==> src/hw/rtl/i2cm_pkg.sv <==
// i2cm_pkg: shared types and codes of the i2c master bit engine
// request/result payload structs, phase codes, command modes, csr indexes
// no dependencies
package i2cm_pkg;

   localparam int CSR_INDEX_W = 2;
   localparam int CSR_DATA_W  = 16;

   localparam logic [CSR_INDEX_W-1:0] CSR_HOLD_TICKS   = 2'd0;
   localparam logic [CSR_INDEX_W-1:0] CSR_SETTLE_TICKS = 2'd1;
   localparam logic [CSR_INDEX_W-1:0] CSR_POLL_LIMIT   = 2'd2;

   localparam logic [15:0] HOLD_TICKS_RESET   = 16'd50;
   localparam logic [15:0] SETTLE_TICKS_RESET = 16'd100;
   localparam logic [7:0]  POLL_LIMIT_RESET   = 8'd255;

   localparam logic [7:0] NACK_PATTERN = 8'h80;
   localparam logic [7:0] ACK_PATTERN  = 8'h00;
   localparam logic [3:0] BITS_PER_BYTE = 4'd8;
   localparam logic [2:0] MIN_FRAME_LEN = 3'd2;

   typedef enum logic [2:0] {
      MODE_START      = 3'd0,
      MODE_STOP       = 3'd1,
      MODE_WRITE      = 3'd2,
      MODE_CHECK_ACK  = 3'd3,
      MODE_READ       = 3'd4,
      MODE_MASTER_ACK = 3'd5,
      MODE_MASTER_NAK = 3'd6,
      MODE_FRAME      = 3'd7
   } mode_type;

   typedef enum logic [19:0] {
      PH_IDLE = 20'h00001,
      PH_ST_A = 20'h00002,
      PH_ST_B = 20'h00004,
      PH_ST_C = 20'h00008,
      PH_SP_A = 20'h00010,
      PH_SP_B = 20'h00020,
      PH_SP_C = 20'h00040,
      PH_WR_D = 20'h00080,
      PH_WR_H = 20'h00100,
      PH_WR_L = 20'h00200,
      PH_CK_R = 20'h00400,
      PH_CK_S = 20'h00800,
      PH_CK_P = 20'h01000,
      PH_RD_L = 20'h02000,
      PH_RD_H = 20'h04000,
      PH_RD_S = 20'h08000,
      PH_RD_E = 20'h10000,
      PH_MA_D = 20'h20000,
      PH_MA_H = 20'h40000,
      PH_MA_E = 20'h80000
   } phase_type;

   typedef struct packed {
      logic       cmd_valid;
      logic [2:0] mode;
      logic [7:0] byte0;
      logic [7:0] byte1;
      logic [7:0] byte2;
      logic [7:0] byte3;
      logic [2:0] frame_len;
      logic       sda_in;
   } req_type;

   typedef struct packed {
      logic       scl_out;
      logic       sda_out;
      logic       sda_oe;
      logic       busy_res;
      logic       done_res;
      logic       ack_ok;
      logic [7:0] read_data;
   } rsp_type;

   typedef struct packed {
      logic [15:0] hold_ticks;
      logic [15:0] ack_settle_ticks;
      logic [7:0]  poll_limit;
   } cfg_type;

   typedef struct packed {
      logic scl;
      logic sda;
      logic oe;
   } pins_type;

endpackage

==> src/hw/rtl/i2cm_ifs.sv <==
// i2cm_ifs: valid/ready channel interfaces for requests and results
// depends on i2cm_pkg for the payload types
interface i2cm_req_if;
   import i2cm_pkg::*;
   logic    valid;
   logic    ready;
   req_type payload;
   modport source (output valid, output payload, input ready);
   modport sink   (input valid, input payload, output ready);
endinterface

interface i2cm_rsp_if;
   import i2cm_pkg::*;
   logic    valid;
   logic    ready;
   rsp_type payload;
   modport source (output valid, output payload, input ready);
   modport sink   (input valid, input payload, output ready);
endinterface

==> src/hw/rtl/i2c_master_bit_engine.sv <==
// i2c_master_bit_engine: top level of the i2c master bit engine
// request register, step engine, result register and csr bank
// depends on i2cm_pkg, i2cm_ifs, i2cm_engine
//
//   channel    | dir | handshake          | carries
//   req_chan   | in  | valid/ready        | one bus tick: command, bytes, sda sample
//   rsp_chan   | out | valid/ready        | pin levels, busy, done, ack, read byte
//   csr_*      | in  | write enable only  | hold, settle and poll settings
//
// one request per cycle sustained while the result side is not stalled; a request
// passes through the request register and then into the result register
// the bus state advances only when a request moves into the result register
// a stalled result holds both registers; the request side keeps accepting
// while a slot is free
// synchronous active-high reset restores default settings and an idle bus
module i2c_master_bit_engine #(
   parameter int FRAME_BYTES = 4,
   parameter int COUNT_WIDTH = 16
) (
   input  logic                               clock,
   input  logic                               reset,
   i2cm_req_if.sink                           req_chan,
   i2cm_rsp_if.source                         rsp_chan,
   input  logic                               csr_wr_en,
   input  logic [i2cm_pkg::CSR_INDEX_W-1:0]   csr_index,
   input  logic [i2cm_pkg::CSR_DATA_W-1:0]    csr_wr_data
);
   import i2cm_pkg::*;

   logic    in_valid_ff, in_valid_in;
   req_type in_item_ff;
   logic    out_valid_ff, out_valid_in;
   rsp_type out_item_ff;
   rsp_type step_result;
   cfg_type cfg_ff, cfg_in;
   logic    advance;

   assign advance        = in_valid_ff && (!out_valid_ff || rsp_chan.ready);
   assign req_chan.ready = !in_valid_ff || advance;
   assign rsp_chan.valid = out_valid_ff;
   assign rsp_chan.payload = out_item_ff;

   assign in_valid_in  = req_chan.valid || (in_valid_ff && !advance);
   assign out_valid_in = advance || (out_valid_ff && !rsp_chan.ready);

   i2cm_engine #(
      .FRAME_BYTES (FRAME_BYTES),
      .COUNT_WIDTH (COUNT_WIDTH)
   ) u_engine (
      .clock  (clock),
      .reset  (reset),
      .step   (advance),
      .item   (in_item_ff),
      .cfg    (cfg_ff),
      .result (step_result)
   );

   always_comb begin
      cfg_in = cfg_ff;
      if (csr_wr_en) begin
         case (csr_index)
            CSR_HOLD_TICKS:   cfg_in.hold_ticks       = csr_wr_data;
            CSR_SETTLE_TICKS: cfg_in.ack_settle_ticks = csr_wr_data;
            CSR_POLL_LIMIT:   cfg_in.poll_limit       = csr_wr_data[7:0];
            default:          cfg_in = cfg_ff;
         endcase
      end
   end

   always_ff @(posedge clock) begin
      if (reset) begin
         in_valid_ff  <= 1'b0;
         out_valid_ff <= 1'b0;
         cfg_ff       <= '{hold_ticks:       HOLD_TICKS_RESET,
                           ack_settle_ticks: SETTLE_TICKS_RESET,
                           poll_limit:       POLL_LIMIT_RESET};
      end else begin
         in_valid_ff  <= in_valid_in;
         out_valid_ff <= out_valid_in;
         cfg_ff       <= cfg_in;
      end
   end

   always_ff @(posedge clock) begin
      if (req_chan.ready) in_item_ff <= req_chan.payload;
      if (advance) out_item_ff <= step_result;
   end

   a_advance_fills_result: assert property (@(posedge clock) disable iff (reset)
      advance |=> out_valid_ff)
      else $error("stepped request did not reach the result register");

   a_held_request_stable: assert property (@(posedge clock) disable iff (reset)
      in_valid_ff && !advance |=> in_valid_ff && $stable(in_item_ff))
      else $error("waiting request was lost or changed");

   a_idle_drives_sda: assert property (@(posedge clock) disable iff (reset)
      out_valid_ff && !out_item_ff.busy_res |-> out_item_ff.sda_oe)
      else $error("sda released while idle");

   a_done_is_busy: assert property (@(posedge clock) disable iff (reset)
      advance && step_result.done_res |=> out_item_ff.busy_res)
      else $error("finish reported outside a command");

endmodule

==> src/hw/rtl/i2cm_engine.sv <==
// i2cm_engine: bus state of the i2c master and its per-tick step logic
// one step per request, result computed combinationally from state and request
// depends on i2cm_pkg
module i2cm_engine #(
   parameter int FRAME_BYTES = 4,
   parameter int COUNT_WIDTH = 16
) (
   input  logic              clock,
   input  logic              reset,
   input  logic              step,
   input  i2cm_pkg::req_type item,
   input  i2cm_pkg::cfg_type cfg,
   output i2cm_pkg::rsp_type result
);
   import i2cm_pkg::*;

   localparam int IDX_W = $clog2(FRAME_BYTES);
   localparam logic [2:0] MAX_FRAME_LEN = 3'(FRAME_BYTES);

   phase_type              phase_ff, phase_in;
   logic [COUNT_WIDTH-1:0] hold_ff, hold_in;
   logic [7:0]             poll_ff, poll_in;
   logic [3:0]             bit_ff, bit_in;
   logic [7:0]             shift_ff, shift_in;
   logic [7:0]             store_ff [FRAME_BYTES];
   logic [7:0]             store_in [FRAME_BYTES];
   logic [IDX_W-1:0]       index_ff, index_in;
   logic [2:0]             count_ff, count_in;
   logic                   ack_ff, ack_in;
   pins_type               pins_ff, pins_in;
   logic [7:0]             read_ff, read_in;
   logic                   framing_ff, framing_in;

   logic [7:0]             in_bytes [4];
   logic [31:0]            hold_raw, settle_raw;
   logic [COUNT_WIDTH-1:0] hold_dur, settle_dur, dur;
   logic                   busy, fin, eop, ack_ev, ack_val, load_ev, go_ev;
   phase_type              go_ph;
   logic [IDX_W-1:0]       load_idx;
   logic [2:0]             nxt_idx;
   logic [2:0]             flen;

   assign in_bytes[0] = item.byte0;
   assign in_bytes[1] = item.byte1;
   assign in_bytes[2] = item.byte2;
   assign in_bytes[3] = item.byte3;

   // durations wrap at the counter width, zero acts as one tick
   assign hold_raw   = {16'b0, cfg.hold_ticks};
   assign settle_raw = {16'b0, cfg.ack_settle_ticks};
   always_comb begin
      hold_dur   = hold_raw[COUNT_WIDTH-1:0];
      settle_dur = settle_raw[COUNT_WIDTH-1:0];
      if (hold_dur == '0) hold_dur = COUNT_WIDTH'(1);
      if (settle_dur == '0) settle_dur = COUNT_WIDTH'(1);
   end

   always_comb begin
      phase_in   = phase_ff;
      hold_in    = hold_ff;
      poll_in    = poll_ff;
      bit_in     = bit_ff;
      shift_in   = shift_ff;
      store_in   = store_ff;
      index_in   = index_ff;
      count_in   = count_ff;
      ack_in     = ack_ff;
      pins_in    = pins_ff;
      read_in    = read_ff;
      framing_in = framing_ff;
      busy       = 1'b0;
      fin        = 1'b0;
      eop        = 1'b0;
      ack_ev     = 1'b0;
      ack_val    = 1'b0;
      load_ev    = 1'b0;
      go_ev      = 1'b0;
      go_ph      = PH_IDLE;
      load_idx   = '0;
      nxt_idx    = '0;
      dur        = hold_dur;
      flen       = item.frame_len;

      // accept a command while idle
      if (phase_ff == PH_IDLE && item.cmd_valid) begin
         framing_in = 1'b0;
         hold_in    = '0;
         case (mode_type'(item.mode))
            MODE_START: begin
               phase_in = PH_ST_A;
            end
            MODE_STOP: begin
               phase_in = PH_SP_A;
            end
            MODE_WRITE: begin
               shift_in = item.byte0;
               bit_in   = '0;
               phase_in = PH_WR_D;
            end
            MODE_CHECK_ACK: begin
               phase_in = PH_CK_R;
            end
            MODE_READ: begin
               shift_in = '0;
               bit_in   = '0;
               phase_in = PH_RD_L;
            end
            MODE_MASTER_ACK: begin
               shift_in = ACK_PATTERN;
               phase_in = PH_MA_D;
            end
            MODE_MASTER_NAK: begin
               shift_in = NACK_PATTERN;
               phase_in = PH_MA_D;
            end
            MODE_FRAME: begin
               for (int i = 0; i < FRAME_BYTES; i++) store_in[i] = in_bytes[i];
               if (flen < MIN_FRAME_LEN) flen = MIN_FRAME_LEN;
               if (flen > MAX_FRAME_LEN) flen = MAX_FRAME_LEN;
               count_in   = flen;
               index_in   = '0;
               ack_in     = 1'b1;
               framing_in = 1'b1;
               phase_in   = PH_ST_A;
            end
            default: begin
               phase_in = PH_IDLE;
            end
         endcase
      end

      if (phase_in != PH_IDLE) begin
         busy = 1'b1;
         // pin action on the first tick of a phase
         if (hold_in == '0) begin
            case (phase_in)
               PH_ST_A: pins_in = '{scl: 1'b1, sda: 1'b1, oe: 1'b1};
               PH_ST_B: pins_in.sda = 1'b0;
               PH_ST_C: pins_in.scl = 1'b0;
               PH_SP_A: pins_in = '{scl: 1'b0, sda: 1'b0, oe: 1'b1};
               PH_SP_B: pins_in.scl = 1'b1;
               PH_SP_C: pins_in.sda = 1'b1;
               PH_WR_D: pins_in.sda = shift_in[7];
               PH_WR_H: pins_in.scl = 1'b1;
               PH_WR_L: pins_in.scl = 1'b0;
               PH_CK_R: pins_in.oe = 1'b0;
               PH_CK_S: pins_in.scl = 1'b1;
               PH_RD_L: begin
                  pins_in.oe  = 1'b0;
                  pins_in.scl = 1'b0;
               end
               PH_RD_H: pins_in.scl = 1'b1;
               PH_RD_S: shift_in = {shift_in[6:0], item.sda_in};
               PH_RD_E: begin
                  pins_in.scl = 1'b0;
                  pins_in.oe  = 1'b1;
               end
               PH_MA_D: begin
                  pins_in.oe  = 1'b1;
                  pins_in.sda = shift_in[7];
               end
               PH_MA_H: pins_in.scl = 1'b1;
               PH_MA_E: pins_in.scl = 1'b0;
               default: pins_in = pins_in;
            endcase
         end

         case (phase_in)
            PH_CK_P: begin
               if (hold_in == '0) begin
                  poll_in = cfg.poll_limit;
                  if (!item.sda_in) begin
                     ack_ev  = 1'b1;
                     ack_val = 1'b1;
                  end else begin
                     hold_in = COUNT_WIDTH'(1);
                  end
               end else begin
                  poll_in = poll_in - 8'd1;
                  // running out of polls fails even on a low sample
                  if (poll_in == '0) begin
                     ack_ev  = 1'b1;
                     ack_val = 1'b0;
                  end else if (!item.sda_in) begin
                     ack_ev  = 1'b1;
                     ack_val = 1'b1;
                  end
               end
            end
            PH_RD_E: begin
               read_in = shift_in;
               fin     = 1'b1;
            end
            PH_MA_E: begin
               fin = 1'b1;
            end
            default: begin
               dur     = (phase_in == PH_CK_S) ? settle_dur : hold_dur;
               hold_in = hold_in + COUNT_WIDTH'(1);
               if (!(hold_in != '0 && hold_in < dur)) eop = 1'b1;
            end
         endcase

         if (eop) begin
            go_ev = 1'b1;
            case (phase_in)
               PH_ST_A: go_ph = PH_ST_B;
               PH_ST_B: go_ph = PH_ST_C;
               PH_ST_C: begin
                  if (!framing_in) begin
                     fin = 1'b1;
                  end else begin
                     index_in = '0;
                     load_ev  = 1'b1;
                     load_idx = '0;
                  end
               end
               PH_SP_A: go_ph = PH_SP_B;
               PH_SP_B: go_ph = PH_SP_C;
               PH_SP_C: fin = 1'b1;
               PH_WR_D: go_ph = PH_WR_H;
               PH_WR_H: go_ph = PH_WR_L;
               PH_WR_L: begin
                  shift_in = {shift_in[6:0], 1'b0};
                  bit_in   = bit_in + 4'd1;
                  if (bit_in >= BITS_PER_BYTE) begin
                     if (!framing_in) fin = 1'b1;
                     else go_ph = PH_CK_R;
                  end else begin
                     go_ph = PH_WR_D;
                  end
               end
               PH_CK_R: go_ph = PH_CK_S;
               PH_CK_S: go_ph = PH_CK_P;
               PH_RD_L: go_ph = PH_RD_H;
               PH_RD_H: go_ph = PH_RD_S;
               PH_RD_S: begin
                  bit_in = bit_in + 4'd1;
                  go_ph  = (bit_in >= BITS_PER_BYTE) ? PH_RD_E : PH_RD_L;
               end
               PH_MA_D: go_ph = PH_MA_H;
               PH_MA_H: go_ph = PH_MA_E;
               default: fin = 1'b1;
            endcase
         end

         if (ack_ev) begin
            pins_in.oe  = 1'b1;
            pins_in.scl = 1'b0;
            if (!framing_in) begin
               ack_in = ack_val;
               fin    = 1'b1;
            end else begin
               if (!ack_val) ack_in = 1'b0;
               // a missed ack does not stop the frame
               nxt_idx = 3'(index_in) + 3'd1;
               if (nxt_idx >= count_in || nxt_idx >= MAX_FRAME_LEN) begin
                  go_ev = 1'b1;
                  go_ph = PH_SP_A;
               end else begin
                  index_in = nxt_idx[IDX_W-1:0];
                  load_ev  = 1'b1;
                  load_idx = nxt_idx[IDX_W-1:0];
               end
            end
         end

         if (load_ev) begin
            shift_in = store_in[load_idx];
            bit_in   = '0;
            go_ev    = 1'b1;
            go_ph    = PH_WR_D;
         end

         if (go_ev) begin
            phase_in = go_ph;
            hold_in  = '0;
         end

         if (fin) begin
            phase_in   = PH_IDLE;
            hold_in    = '0;
            framing_in = 1'b0;
         end
      end
   end

   assign result = '{scl_out:   pins_in.scl,
                     sda_out:   pins_in.sda,
                     sda_oe:    pins_in.oe,
                     busy_res:  busy,
                     done_res:  fin,
                     ack_ok:    ack_in,
                     read_data: read_in};

   always_ff @(posedge clock) begin
      if (reset) begin
         phase_ff   <= PH_IDLE;
         hold_ff    <= '0;
         poll_ff    <= '0;
         bit_ff     <= '0;
         shift_ff   <= '0;
         index_ff   <= '0;
         count_ff   <= MIN_FRAME_LEN;
         ack_ff     <= 1'b1;
         pins_ff    <= '{scl: 1'b1, sda: 1'b1, oe: 1'b1};
         read_ff    <= '0;
         framing_ff <= 1'b0;
      end else if (step) begin
         phase_ff   <= phase_in;
         hold_ff    <= hold_in;
         poll_ff    <= poll_in;
         bit_ff     <= bit_in;
         shift_ff   <= shift_in;
         index_ff   <= index_in;
         count_ff   <= count_in;
         ack_ff     <= ack_in;
         pins_ff    <= pins_in;
         read_ff    <= read_in;
         framing_ff <= framing_in;
      end
   end

   // frame bytes hold no reset value
   always_ff @(posedge clock) begin
      if (step) store_ff <= store_in;
   end

endmodule
==> src/flat_wrapper.sv <==
// flat-port wrapper written by rule: the top's interface ports become plain ports
module i2c_master_bit_engine_flat import i2cm_pkg::*;
#(
   parameter int FRAME_BYTES = 4,
   parameter int COUNT_WIDTH = 16
)
  (clock, reset, csr_wr_en, csr_index, csr_wr_data, req_chan_valid, req_chan_payload, req_chan_ready, rsp_chan_valid, rsp_chan_payload, rsp_chan_ready);
  i2cm_req_if req_chan_i ();
  i2cm_rsp_if rsp_chan_i ();
  input  logic clock;
  input  logic reset;
  input  logic csr_wr_en;
  input  logic [i2cm_pkg::CSR_INDEX_W-1:0] csr_index;
  input  logic [i2cm_pkg::CSR_DATA_W-1:0] csr_wr_data;
  input wire logic [$bits(req_chan_i.valid)-1:0] req_chan_valid;
  input wire logic [$bits(req_chan_i.payload)-1:0] req_chan_payload;
  output wire logic [$bits(req_chan_i.ready)-1:0] req_chan_ready;
  output wire logic [$bits(rsp_chan_i.valid)-1:0] rsp_chan_valid;
  output wire logic [$bits(rsp_chan_i.payload)-1:0] rsp_chan_payload;
  input wire logic [$bits(rsp_chan_i.ready)-1:0] rsp_chan_ready;
  assign req_chan_i.valid = req_chan_valid;
  assign req_chan_i.payload = req_chan_payload;
  assign req_chan_ready = req_chan_i.ready;
  assign rsp_chan_valid = rsp_chan_i.valid;
  assign rsp_chan_payload = rsp_chan_i.payload;
  assign rsp_chan_i.ready = rsp_chan_ready;
  i2c_master_bit_engine #(.FRAME_BYTES(FRAME_BYTES), .COUNT_WIDTH(COUNT_WIDTH)) u_core (.clock(clock), .reset(reset), .req_chan(req_chan_i), .rsp_chan(rsp_chan_i), .csr_wr_en(csr_wr_en), .csr_index(csr_index), .csr_wr_data(csr_wr_data));
endmodule
==> config.mk <==
export PLATFORM = sky130hd
export DESIGN_NAME = i2c_master_bit_engine_flat
export DESIGN_NICKNAME = d
export VERILOG_FILES = /design/src/hw/rtl/i2cm_pkg.sv /design/src/hw/rtl/i2cm_ifs.sv /design/src/hw/rtl/i2c_master_bit_engine.sv /design/src/hw/rtl/i2cm_engine.sv /design/src/flat_wrapper.sv
export SDC_FILE = /design/constraint.sdc
export NUM_CORES = 1
export LEC_CHECK = 0
export BUFFER_PORTS_ARGS = -buffer_cell sky130_fd_sc_hd__buf_2
export CORE_ASPECT_RATIO = 0.6
export CORE_MARGIN = 2
export CORE_UTILIZATION = 50
export CTS_CLUSTER_SIZE = 20
export DETAILED_ROUTE_END_ITERATION = 6
export PLACE_DENSITY = 0.71
export SYNTH_ARGS = -nofsm -noshare
export SYNTH_HDL_FRONTEND = slang
export SYNTH_SLANG_ARGS = --single-unit
==> constraint.sdc <==
create_clock -name clock -period 10 [get_ports clock]
set_clock_uncertainty 0.2 [all_clocks]
set_input_delay 0.5 -clock clock [delete_from_list [all_inputs] [get_ports clock]]
set_output_delay 0.5 -clock clock [all_outputs]
set_load 0.05 [all_outputs]
==> impl_metrics.sql <==
INSERT INTO impl_metrics (metric_group, metric, value, unit) VALUES
('cells_and_area', 'post_route_cells_drive_above_1_share', '12.50', '%'),
('sta', 'final_min_period_over_clock_period', '86.33', '%'),
('sta', 'setup-violations-final', '0', ''),
('clock_network', 'cts_max_path_buffers', '3', ''),
('clock_network', 'numClockSinks', '202', ''),
('grt', 'grt_pass1_vias', '9196', ''),
('sta', 'finalSetupTns', '0', 'ns'),
('route', 'total_wirelength_of_the_detailed_routed_design', '32820', 'um'),
('cells_and_area', 'antenna_cells', '0', ''),
('grt', 'wire_length_of_the_first_global_routing_pass', '51670', 'um'),
('floorplanning', 'design.die.area', '22910', 'um^2'),
('worst_setup_path', 'crit_type', 'flop to flop', ''),
('floorplanning', 'core_region_area', '21140', 'um^2'),
('yosys', 'postSynthNetCount', '1304', ''),
('clock_network', 'cts-buffers-inserted', '21', ''),
('route', 'drt-pass1-iter-count', '5', ''),
('worst_setup_path', 'critical_path.max_fanout', '17', ''),
('clock_network', 'post_cts_buffers', '0', ''),
('grt', 'overflow', '0', ''),
('place', 'placedInstanceArea', '11410', 'um^2'),
('cells_and_area', 'stdcell_area', '12560', 'um^2'),
('floorplanning', 'num_rows', '41', ''),
('cells_and_area', 'nets_finish', '1394', ''),
('place', 'io_buffers', '78', ''),
('floorplanning', 'floorplan.die.width', '194.1', 'um'),
('sta', 'fin_crit', '8.633', 'ns'),
('pwr', 'ir_worst_vdd', '0.1684', 'mV'),
('place', 'globalplace.congestion', '0.9792', ''),
('sta', 'layout_setup_ws', '1.367', 'ns'),
('floorplanning', 'start_util', '51.28', '%'),
('yosys', 'post_synth_main_area_contributors', 'sky130_fd_sc_hd__edfxtp_1 24%, sky130_fd_sc_hd__dfxtp_1 21%, sky130_fd_sc_hd__nand2_1 9.4%, sky130_fd_sc_hd__mux2i_1 4.1%, sky130_fd_sc_hd__a21oi_1 3.5%', ''),
('route', 'antenna_left', '0', ''),
('clock_network', 'h-tree-depth', '1', ''),
('sta', 'hold_viol', '0', ''),
('clock_network', 'ctsRootBufferMaster', 'sky130_fd_sc_hd__clkbuf_16', ''),
('pwr', 'cellLeakagePower', '5.146', 'nW'),
('min_path', 'min_path_type', 'input pin to flop', ''),
('cells_and_area', 'final_core_util', '59.41', '%'),
('yosys', 'synthCells', '1215', ''),
('yosys', 'synth_area_leader_cell', 'sky130_fd_sc_hd__edfxtp_1', ''),
('yosys', 'library_cells_used_by_synthesis', '80', ''),
('worst_setup_path', 'timing.critical_path.to_type', 'flop', ''),
('sta', 'achievable-frequency', '0.1158', 'GHz'),
('sta', 'slew_headroom', '23.67', '%'),
('worst_setup_path', 'start_kind', 'flop', ''),
('grt', 'number_of_antenna_violations_at_the_first_check_in_global_routing', '0', ''),
('worst_setup_path', 'critical_path_arrival', '8.83', 'ns'),
('yosys', 'yosysWarningCount', '0', ''),
('clock_network', 'cts.reportedPaths.clkPinSlew', '0.07', 'ns'),
('yosys', 'postSynth.asyncResetShare', '0', '%'),
('pwr', 'power_density_cells', '157.7', 'nW/um^2'),
('run_status', 'status', 'complete, no violations', ''),
('yosys', 'syn_area', '10840', 'um^2'),
('worst_setup_path', 'worst-endpoint-required', '10.20', 'ns'),
('yosys', 'synth.top_cell.area_share', '23.83', '%'),
('worst_setup_path', 'crit_path_max_incr_delay', '0.91', 'ns'),
('floorplanning', 'io_pins', '79', ''),
('clock_network', 'clk_latency', '0.52', 'ns'),
('route', 'routed_wire_length_per_instance', '20.53', 'um'),
('grt', 'grt_usage', '28.40', '%'),
('pwr', 'total_power', '1.980', 'mW'),
('cells_and_area', 'n_fill_cell', '1853', ''),
('grt', 'largest_net_degree_at_the_start_of_global_routing', '74', ''),
('route', 'detail_routed_via_count_per_cell', '6.178', ''),
('sta', 'tightestPinTransition', '1.141', 'ns'),
('clock_network', 'cts-resized-gates', '0', ''),
('route', 'dr.first_iter.drc_count', '1149', ''),
('run', 'drv_cap', '0', ''),
('route', 'vias', '9878', ''),
('yosys', 'synthFlopType', 'sky130_fd_sc_hd__dfxtp_1', ''),
('yosys', 'ys_seq_elements', '202', '');
-- final cells by class --
cell class                      instances  area (um^2)  share of cell area, %
Multi-Input combinational cell        928         5589                  44.51
Sequential cell                       202         4905                  39.06
Timing Repair Buffer                  134        913.4                  7.274
Clock buffer                           23        533.0                  4.245
Tap cell                              279        349.1                  2.780
Clock inverter                         15        200.2                  1.594
Inverter                               18        67.56                 0.5381
-- flip-flops by register name, summed over array words and instances (netlist names), 2 cells and up --
register	count
u_core.rsp_chan.payload	14
u_core.u_engine.count_ff	3
u_core.u_engine.phase_ff	20
u_core.u_engine.shift_ff	8
u_core.u_engine.store_ff	32
u_core.u_engine.index_ff	2
u_core.u_engine.pins_ff	3
u_core.in_item_ff	40
u_core.u_engine.poll_ff	8
u_core.u_engine.read_ff	8
u_core.cfg_ff	40
u_core.u_engine.bit_ff	4
u_core.u_engine.hold_ff	16
-- metrics by stage --
step	hold WS, ns	std cells
3_3_place_gp	0.2377	1520
4_1_cts	0.01092	1599
5_1_grt	0.03728	1599
6_report	0.02749	1599
2_1_floorplan	0.2247	1215
3_5_place_dp	0.2466	1520
-- layer usage --
metal  part of all wire (%)  GRT usage, %  up-vias  wire length, um
li1                       -             -     4614                -
met3                     12         8.109       40             3902
met2                     38         37.83      526            12620
met5                      0             0        -                0
met1                     48         45.06     4698            15840
met4                    1.4         4.830        0              462
-- worst max-delay path, delay by kind of cell (launching register included) --
family / cells / cell delay (ns)
mux: 2 / 0.48
buf+inv: 3 / 0.34
flops: 1 / 0.47
compound gates: 9 / 1.92
xor+xnor: 1 / 0.24
simple gates: 10 / 3.63
fa+ha+maj: 4 / 1.22
-- cells in the final DEF, fill, tap and decap left out, types with 8 or more instances in the layout --
cell type                       count
sky130_fd_sc_hd__o21ai_1            8
sky130_fd_sc_hd__nor3_1            28
sky130_fd_sc_hd__nand2b_1          12
sky130_fd_sc_hd__buf_4             15
sky130_fd_sc_hd__dlygate4sd3_1     41
sky130_fd_sc_hd__nand3_1           45
sky130_fd_sc_hd__clkbuf_16         21
sky130_fd_sc_hd__o2bb2ai_1          8
sky130_fd_sc_hd__ha_1              26
sky130_fd_sc_hd__xor2_1            14
sky130_fd_sc_hd__and3_1            11
sky130_fd_sc_hd__dfxtp_1          116
sky130_fd_sc_hd__a21oi_1           75
sky130_fd_sc_hd__mux2_2            12
sky130_fd_sc_hd__nor2_1            77
sky130_fd_sc_hd__nand2_1          270
sky130_fd_sc_hd__and2_1            16
sky130_fd_sc_hd__edfxtp_1          86
sky130_fd_sc_hd__inv_1             17
sky130_fd_sc_hd__a22o_1            29
sky130_fd_sc_hd__buf_2             78
sky130_fd_sc_hd__nand4_1           16
sky130_fd_sc_hd__nor2b_1            8
sky130_fd_sc_hd__a21o_1             9
sky130_fd_sc_hd__mux2i_1           44
sky130_fd_sc_hd__o21ai_0           45
sky130_fd_sc_hd__nor4_1            22
-- where the power goes --
| part | switching (mW) | leakage, nW | internal, mW | total (mW) |
|---|---|---|---|---|
| registers | 0.0194 | 1.79 | 0.893 | 0.912 |
| clock network | 0.355 | 0.351 | 0.496 | 0.851 |
| logic | 0.143 | 3.01 | 0.0738 | 0.217 |
-- what timing repair did --
item,in CTS,in global routing
hold buffers,41,0
hold endpoints to repair,41,0
setup endpoints to repair,0,0
-- cells in the mapped netlist, drive strengths merged, types with 8 or more instances --
| cell | instances |
|---|---|
| o21ai | 53 |
| and2 | 16 |
| a21oi | 76 |
| a22o | 29 |
| nand4 | 16 |
| mux2i | 44 |
| nor4 | 26 |
| and3 | 11 |
| nand3 | 45 |
| mux2 | 12 |
| buf | 18 |
| nand2b | 12 |
| clkbuf | 49 |
| xor2 | 14 |
| o2bb2ai | 9 |
| a21o | 9 |
| inv | 18 |
| nand2 | 271 |
| nor3 | 30 |
| nor2 | 77 |
| dfxtp | 116 |
| edfxtp | 86 |
| nor2b | 8 |
| ha | 26 |
-- logic make-up after synthesis --
group                      share of synthesized area (%)
xor gates and xnor gates                           1.697
adders and majority gates                          3.002
buffers and inverters                              3.256
muxes                                              5.311
DFF                                                45.26
and+or+nand+nor                                    24.88
AOI/OAI and AO/OA                                  16.60
-- worst paths after layout --
| kind | from | to | slack [ns] | cells past startpoint |
|---|---|---|---|---|
| hold reg to reg | u_core.u_engine.read_ff[5]$_SDFFE_PP0P_ | u_core.u_engine.read_ff[5]$_SDFFE_PP0P_ | 0.26 | 2 |
| setup reg to reg | u_core.u_engine.phase_ff[0]$_SDFFE_PP1P_ | u_core.u_engine.shift_ff[4]$_SDFFE_PP0P_ | 1.37 | 29 |
| hold / removal | csr_wr_data[14] | u_core.cfg_ff[38]$_SDFFE_PP0P_ | 0.03 | 3 |
| setup / recovery | u_core.u_engine.phase_ff[0]$_SDFFE_PP1P_ | u_core.u_engine.shift_ff[4]$_SDFFE_PP0P_ | 1.37 | 29 |
(Power assumes the default switching activity.)
